===== config.mk =====
export PLATFORM = sky130hd
export DESIGN_NAME = frame_header_parser_core
export DESIGN_NICKNAME = d
export VERILOG_FILES = /design/src/sv/fhp_pkg.sv /design/src/sv/frame_header_parser_core.sv /design/src/sv/fhp_capture.sv /design/src/sv/fhp_verdict.sv
export SDC_FILE = /design/constraint.sdc
export NUM_CORES = 1
export LEC_CHECK = 0
export BUFFER_PORTS_ARGS = -buffer_cell sky130_fd_sc_hd__buf_2
export CORE_AREA = 4 4 170 172
export CTS_CLUSTER_DIAMETER = 40
export DETAILED_ROUTE_END_ITERATION = 8
export DIE_AREA = 0 0 174 176
export GPL_TIMING_DRIVEN = 0
export MAX_ROUTING_LAYER = met4
export RECOVER_POWER = 100
export SYNTH_ARGS = -nofsm -noshare
export SYNTH_HDL_FRONTEND = slang
export SYNTH_SLANG_ARGS = --single-unit

===== constraint.sdc =====
create_clock -name clk -period 14.3 [get_ports clk]
set_input_delay 1.43 -clock clk [delete_from_list [all_inputs] [get_ports clk]]
set_output_delay 1.43 -clock clk [all_outputs]
set_load 0.05 [all_outputs]

===== src/sv/fhp_pkg.sv =====
package fhp_pkg;

  localparam int unsigned HDR_LEN     = 8;
  localparam int unsigned COUNT_W     = 17;
  localparam logic [COUNT_W-1:0] COUNT_MAX = '1;
  localparam logic [15:0] MAX_PAYLOAD = 16'd1024;

  typedef enum logic [1:0] {
    REG_LOCAL_VERSION = 2'd0,
    REG_TYPE_LOW      = 2'd1,
    REG_TYPE_HIGH     = 2'd2
  } reg_index_t;

  typedef enum logic [2:0] {
    ST_OK         = 3'd0,
    ST_TRUNCATED  = 3'd1,
    ST_BAD_VER    = 3'd2,
    ST_BAD_TYPE   = 3'd3,
    ST_BAD_LENGTH = 3'd4
  } status_t;

  typedef struct packed {
    logic [7:0] local_version;
    logic [7:0] type_low;
    logic [7:0] type_high;
  } cfg_t;

  // one closed buffer waiting for its verdict
  typedef struct packed {
    logic [HDR_LEN*8-1:0] hdr;
    logic [COUNT_W-1:0]   total;
  } job_t;

endpackage


===== src/sv/frame_header_parser_core.sv =====
// Frame header parser.
// Input channel: data_valid / data_stall with data_byte and buffer_end, one
// byte of a received buffer per word; buffer_end marks its last byte.
// The first eight bytes are taken as the header; later bytes are counted.
// Output channel: result_valid / result_stall, one verdict word per buffer,
// carrying status and the header fields (zero unless status is ok).
// Throughput: one byte per cycle while data_stall is low. The edge that
// takes the last byte loads the job register; the verdict word is then
// registered in the output register (one job register, one output register).
// A stalled verdict holds; bytes keep flowing until a second buffer closes
// behind it, then data_stall rises until the output register frees.
// Reset (rst, synchronous) clears the byte count and both valid flags and
// loads local_version=1, type_low=1, type_high=7.
// Config: cfg_write with cfg_index/cfg_data, only while idle; index 3 is
// ignored.
module frame_header_parser_core
  import fhp_pkg::*;
(
  input  logic        clk,
  input  logic        rst,
  input  logic        cfg_write,
  input  logic [1:0]  cfg_index,
  input  logic [7:0]  cfg_data,
  input  logic        data_valid,
  output logic        data_stall,
  input  logic [7:0]  data_byte,
  input  logic        buffer_end,
  output logic        result_valid,
  input  logic        result_stall,
  output logic [2:0]  status,
  output logic [7:0]  version,
  output logic [7:0]  frame_type,
  output logic [15:0] sequence_res,
  output logic [7:0]  flag_bits,
  output logic [7:0]  epoch,
  output logic [15:0] payload_length
);

  cfg_t cfg;
  logic job_valid;
  logic job_take;
  job_t job;

  always_ff @(posedge clk) begin
    if (rst) begin
      cfg.local_version <= 8'd1;
      cfg.type_low      <= 8'd1;
      cfg.type_high     <= 8'd7;
    end else if (cfg_write) begin
      case (cfg_index)
        REG_LOCAL_VERSION: cfg.local_version <= cfg_data;
        REG_TYPE_LOW:      cfg.type_low      <= cfg_data;
        REG_TYPE_HIGH:     cfg.type_high     <= cfg_data;
        default: ;
      endcase
    end
  end

  fhp_capture u_capture (
    .clk        (clk),
    .rst        (rst),
    .data_valid (data_valid),
    .data_stall (data_stall),
    .data_byte  (data_byte),
    .buffer_end (buffer_end),
    .job_take   (job_take),
    .job_valid  (job_valid),
    .job        (job)
  );

  fhp_verdict u_verdict (
    .clk            (clk),
    .rst            (rst),
    .cfg            (cfg),
    .job_valid      (job_valid),
    .job            (job),
    .job_take       (job_take),
    .result_valid   (result_valid),
    .result_stall   (result_stall),
    .status         (status),
    .version        (version),
    .frame_type     (frame_type),
    .sequence_res   (sequence_res),
    .flag_bits      (flag_bits),
    .epoch          (epoch),
    .payload_length (payload_length)
  );

endmodule


===== src/sv/fhp_capture.sv =====
module fhp_capture
  import fhp_pkg::*;
(
  input  logic       clk,
  input  logic       rst,
  input  logic       data_valid,
  output logic       data_stall,
  input  logic [7:0] data_byte,
  input  logic       buffer_end,
  input  logic       job_take,
  output logic       job_valid,
  output job_t       job
);

  logic [COUNT_W-1:0]   byte_count;
  logic [COUNT_W-1:0]   count_next;
  logic [HDR_LEN*8-1:0] hdr;
  logic [HDR_LEN*8-1:0] hdr_next;
  logic                 in_header;
  logic                 accept;

  assign data_stall = job_valid && !job_take;
  assign accept     = data_valid && !data_stall;
  assign in_header  = (byte_count[COUNT_W-1:3] == '0);
  assign count_next = (byte_count == COUNT_MAX) ? COUNT_MAX : byte_count + 1'b1;

  always_comb begin
    hdr_next = hdr;
    for (int i = 0; i < HDR_LEN; i++) begin
      if (in_header && (byte_count[2:0] == 3'(i))) begin
        hdr_next[i*8 +: 8] = data_byte;
      end
    end
  end

  always_ff @(posedge clk) begin
    if (rst) begin
      byte_count <= '0;
      job_valid  <= 1'b0;
    end else begin
      if (accept) begin
        byte_count <= buffer_end ? '0 : count_next;
      end
      if (accept && buffer_end) begin
        job_valid <= 1'b1;
      end else if (job_take) begin
        job_valid <= 1'b0;
      end
    end
  end

  always_ff @(posedge clk) begin
    if (accept) begin
      hdr <= hdr_next;
    end
    if (accept && buffer_end) begin
      job.hdr   <= hdr_next;
      job.total <= count_next;
    end
  end

  a_count_clears: assert property (@(posedge clk) disable iff (rst)
    accept && buffer_end |=> byte_count == '0)
    else $error("byte count not cleared after buffer end");

  a_count_steps: assert property (@(posedge clk) disable iff (rst)
    accept && !buffer_end && byte_count != COUNT_MAX
      |=> byte_count == $past(byte_count) + 1'b1)
    else $error("byte count did not advance");

  a_job_loaded: assert property (@(posedge clk) disable iff (rst)
    accept && buffer_end |=> job_valid)
    else $error("closed buffer produced no job");

  a_job_holds: assert property (@(posedge clk) disable iff (rst)
    job_valid && !job_take |=> job_valid && $stable(job))
    else $error("pending job lost or changed");

endmodule


===== src/sv/fhp_verdict.sv =====
module fhp_verdict
  import fhp_pkg::*;
(
  input  logic        clk,
  input  logic        rst,
  input  cfg_t        cfg,
  input  logic        job_valid,
  input  job_t        job,
  output logic        job_take,
  output logic        result_valid,
  input  logic        result_stall,
  output logic [2:0]  status,
  output logic [7:0]  version,
  output logic [7:0]  frame_type,
  output logic [15:0] sequence_res,
  output logic [7:0]  flag_bits,
  output logic [7:0]  epoch,
  output logic [15:0] payload_length
);

  logic [7:0]         ver;
  logic [7:0]         typ;
  logic [15:0]        len;
  logic [COUNT_W-1:0] need;
  status_t            st_next;
  logic               ok;

  assign ver  = job.hdr[7:0];
  assign typ  = job.hdr[15:8];
  assign len  = job.hdr[63:48];
  assign need = COUNT_W'(HDR_LEN) + COUNT_W'(len);

  always_comb begin
    if (job.total < COUNT_W'(HDR_LEN)) begin
      st_next = ST_TRUNCATED;
    end else if (ver == 8'd0 || ver != cfg.local_version) begin
      st_next = ST_BAD_VER;
    end else if (typ < cfg.type_low || typ > cfg.type_high) begin
      st_next = ST_BAD_TYPE;
    end else if (len > MAX_PAYLOAD) begin
      st_next = ST_BAD_LENGTH;
    end else if (job.total < need) begin
      st_next = ST_TRUNCATED;
    end else begin
      st_next = ST_OK;
    end
  end

  assign ok       = (st_next == ST_OK);
  assign job_take = job_valid && (!result_valid || !result_stall);

  always_ff @(posedge clk) begin
    if (rst) begin
      result_valid <= 1'b0;
    end else if (job_take) begin
      result_valid <= 1'b1;
    end else if (!result_stall) begin
      result_valid <= 1'b0;
    end
  end

  always_ff @(posedge clk) begin
    if (job_take) begin
      status         <= st_next;
      version        <= ok ? ver : 8'd0;
      frame_type     <= ok ? typ : 8'd0;
      sequence_res   <= ok ? job.hdr[31:16] : 16'd0;
      flag_bits      <= ok ? job.hdr[39:32] : 8'd0;
      epoch          <= ok ? job.hdr[47:40] : 8'd0;
      payload_length <= ok ? len : 16'd0;
    end
  end

  a_fields_zero: assert property (@(posedge clk) disable iff (rst)
    result_valid && status != ST_OK |-> version == 8'd0 && payload_length == 16'd0)
    else $error("header fields leaked on failed verdict");

endmodule


==> Implementation_results.wiki <==
{| class="wikitable"
! Metric !! Value
|-
| Sinks on the clock net || 255
|-
| Power Dens Cells || between 100 and 150 nW/um^2
|-
| Slowest cell on the critical path || sky130_fd_sc_hd__clkbuf_1
|-
| Post-DR vias/cell || 5.17
|-
| Crit path largest cell delay || 2350 ps
|-
| Total negative slack for setup checks || 0 ps
|-
| Largest vdd supply drop || approximately 0.084 mV
|-
| Placed cell areas || between 10000 and 15000 um^2
|-
| Placeable core area || between 20000 and 30000 um^2
|-
| Number of inserted diodes || 0
|-
| Total detailed-routing wirelength || approximately 23 mm
|-
| Count of final hold-check violations || 0
|-
| Hold-fix buffers at CTS || 0
|-
| Sort of element at the end of the critical path || flip-flop
|-
| X dimension of the die || 174 um
|-
| Met3 track demand over resource || ~2.4%
|-
| Finished Core Util || 46.5%
|-
| Smallest setup slack after layout || approximately 8900 ps
|-
| Total DRC errors in the routed layout || 0
|-
| Period utilisation layout || a little under two fifths
|-
| Top_reg_cell synth || sky130_fd_sc_hd__edfxtp_1
|-
| Total of flip-flops plus latches after synthesis || 255
|-
| Share of post-route cells with drive strength above 1 || a little under an eighth
|-
| R2r worst-path depth || 5
|-
| Worst hold path stage count || 2
|-
| Number of placement rows || 61
|-
| Worst Path Class, Setup || primary input to flip-flop
|-
| Overall Global Routing Usage || 15.5%
|-
| Routed via count || 6597
|-
| Ranking of synthesized cells by area || sky130_fd_sc_hd__edfxtp_1 59%, sky130_fd_sc_hd__dfxtp_1 7.9%, sky130_fd_sc_hd__mux2_2 6.6%
|-
| Sum of net half-perimeters after detailed placement || 15.7 mm
|-
| Area growth from synthesis to final layout || 17.8%
|-
| Portion of the post-synthesis area used by sequential elements || about two thirds
|-
| Data arrival time at the worst-slack endpoint || 5450 ps
|-
| Path length in cells of the critical path || 6
|-
| Antenna Nets Post-Route || 0
|-
| Most area-hungry cell type in the Yosys netlist || sky130_fd_sc_hd__edfxtp_1
|-
| Top cell type's share of synthesized area || between 50% and 60%
|-
| Clock buffer depth || 3
|-
| CP Launch Type || primary input
|-
| Outcome || finished with violations
|-
| Vias in the first global route || 6572
|-
| Clock Tree Root || sky130_fd_sc_hd__clkbuf_16
|-
| Most common cell on crit path || sky130_fd_sc_hd__clkbuf_1
|-
| Buffers inserted by post-CTS timing repair || 0
|-
| Cell types with the highest counts after synthesis || 212 x sky130_fd_sc_hd__edfxtp_1, 75 x sky130_fd_sc_hd__and3_1, 64 x sky130_fd_sc_hd__mux2_2
|-
| Layout filler cell count || approximately 2500
|-
| Number of enable flip-flop cells after synthesis || about 210
|-
| Count of final setup violators || 0
|-
| Global route hottest layer || met2
|-
| Clock latency reported for the late side of the worst-skew pair || 500 ps
|-
| Number of antenna violations at the first check in global routing || 0
|-
| Combined area of all synthesized cells || between 10000 and 15000 um^2
|-
| Most frequently used cell type in the post-synthesis netlist || sky130_fd_sc_hd__edfxtp_1
|-
| TritonCTS clock tree || built
|-
| Leakage || 4.89 nW
|-
| Transition time at the pin with the least slew margin || around 3300 ps
|-
| Buffers added on ports || between 90 and 100
|-
| Critical-path cell list || clkbuf_1, nand3_1, nand2_1, inv_1, clkbuf_1, clkbuf_1
|-
| Boundary Pins || a little over 90
|-
| Failing checks || capacitance limit, slew limit
|-
| Cells after Synth || roughly 770
|-
| R2R setup slack || around 9600 ps
|-
| YS warnings || 0
|-
| Worst hold path class || flip-flop to flip-flop
|-
| Grt ovf || 0
|-
| Per-cell routed wire length || 18.2 um
|-
| Level count of the clock H-tree || 2
|-
| Met2 Track Usage GR || about a quarter
|-
| Post-synthesis area per instance || ~14 um^2
|-
| Critical-path maximum fanout || 55
|-
| Required arrival time at the worst endpoint || 14330 ps
|-
| Hold Slack || between 400 and 500 ps
|-
| Number of buffers added by the clock tree synthesis step || 35
|-
| Starting DRC count in detailed routing || 354
|-
| Layout Skew || 26.1 ps
|-
| Shortest period the worst path allows || approximately 5400 ps
|-
| Met1 demand-to-capacity share in global routing || roughly a fifth
|-
| Cts repair resizes || 0
|-
| Normalized max-slew margin || -117%
|-
| Pin count of the biggest net entering global routing || 56
|-
| Clock slew seen by the registers of the worst setup and hold paths || roughly 50 ps
|-
| Post-layout nets || ~970
|-
| Number of optimization iterations in the first detailed-route pass || 5
|-
| Unique masters post-synth || between 50 and 60
|-
| Total buffers and inverters traversed by the critical path || 4
|-
| Overall die area || a little over 30000 um^2
|-
| Final instance area || 12800 um^2
|-
| Share of synthesized flip-flops with an asynchronous set or reset || 0%
|-
| Largest delay contributor family on the critical path || buffers and inverters
|-
| Gp weighted congestion || ~0.81
|-
| Max Clock Freq || between 150 and 200 MHz
|-
| Height of the die || about 180 um
|-
| Number of pins exceeding their max-slew limit in the final report || around 150
|-
| Max_cap viols || 5
|-
| RSZ-0062 raised after global routing || false
|-
| Initial core utilization || 39.5%
|-
| Setup slack at placement || ~10000 ps
|-
| First-pass GRT wire length || between 30 and 40 mm
|}
## cell type report
cell class / instances / area [um^2] / area share [%]
flip-flops and latches: 255 / 7230 / 56.5
clock inverters: 22 / 250 / 1.96
multi-input cells: 461 / 3370 / 26.3
plain buffers: 30 / 125 / 0.979
well taps: 346 / 433 / 3.39
clock buffers: 38 / 887 / 6.94
inverters: 29 / 110 / 0.861
repair buffers: 96 / 384 / 3.01
## per-stage QoR
step / power, W / std cells
detailed placement: 0.000956 / 1217
floorplan: 0.000922 / 775
global route: 0.00184 / 1277
finish: 0.00178 / 1277
CTS: 0.00180 / 1277
global placement: 0.000955 / 1213
## registers in the layout (all words and copies together) (netlist names)
signal / cells
u_verdict.sequence_res: 16
u_verdict.version: 8
u_capture.job_valid: 1
cfg: 24
u_capture.hdr: 64
u_capture.job: 81
u_verdict.flag_bits: 8
u_capture.byte_count: 17
u_verdict.frame_type: 8
u_verdict.status: 3
u_verdict.payload_length: 16
u_verdict.epoch: 8
u_verdict.result_valid: 1
## power breakdown
part | total [W] | internal (W) | switching [W]
sequential | 0.000850 | 0.000838 | 0.0000126
clock | 0.000841 | 0.000526 | 0.000315
combinational | 0.0000854 | 0.0000271 | 0.0000583
total | 0.00178 | 0.00139 | 0.000386
## worst register-to-register path, cell delays in order, from the launching register on
cell	delay, ps
sky130_fd_sc_hd__dfxtp_1	330
sky130_fd_sc_hd__nand3_1	130
sky130_fd_sc_hd__nand2_1	240
sky130_fd_sc_hd__inv_1	310
sky130_fd_sc_hd__clkbuf_1	830
sky130_fd_sc_hd__clkbuf_1	2350
## kinds of logic after synthesis
group | Yosys count | share of synthesized area (%)
AOI/OAI and AO/OA | 71 | 4.03
xor gates and xnor gates | 30 | 2.42
adders and majority gates | 39 | 4.50
buffers and inverters | 59 | 2.20
DFF | 255 | 66.6
muxes | 82 | 8.30
other | 1 | 0.0346
and+or+nand+nor | 234 | 11.9
## metal layers
metal  vias to the layer above  share of wire (%)
li1                       3184                  -
met1                      3209                 44
met2                       157                 48
met3                        47                4.5
met4                         0                2.9
met5                         -                  0
## cells in the final DEF, fill, tap and decap left out, drive strengths merged, types with 32 or more instances in the layout
master	instances
nand2	35
mux2	64
and3	75
clkbuf	142
nor2	41
ha	39
inv	32
a21oi	36
dfxtp	43
edfxtp	212
## final timing paths
check                                       from                                   to
max reg2reg  u_verdict.result_valid$_SDFFE_PP0P_          u_capture.hdr[17]$_DFFE_PP_
min             u_capture.job_valid$_SDFFE_PP0P_  u_verdict.result_valid$_SDFFE_PP0P_
min reg2reg     u_capture.job_valid$_SDFFE_PP0P_  u_verdict.result_valid$_SDFFE_PP0P_
max                                 result_stall          u_capture.hdr[17]$_DFFE_PP_
Power figures use the tool's default switching activity.
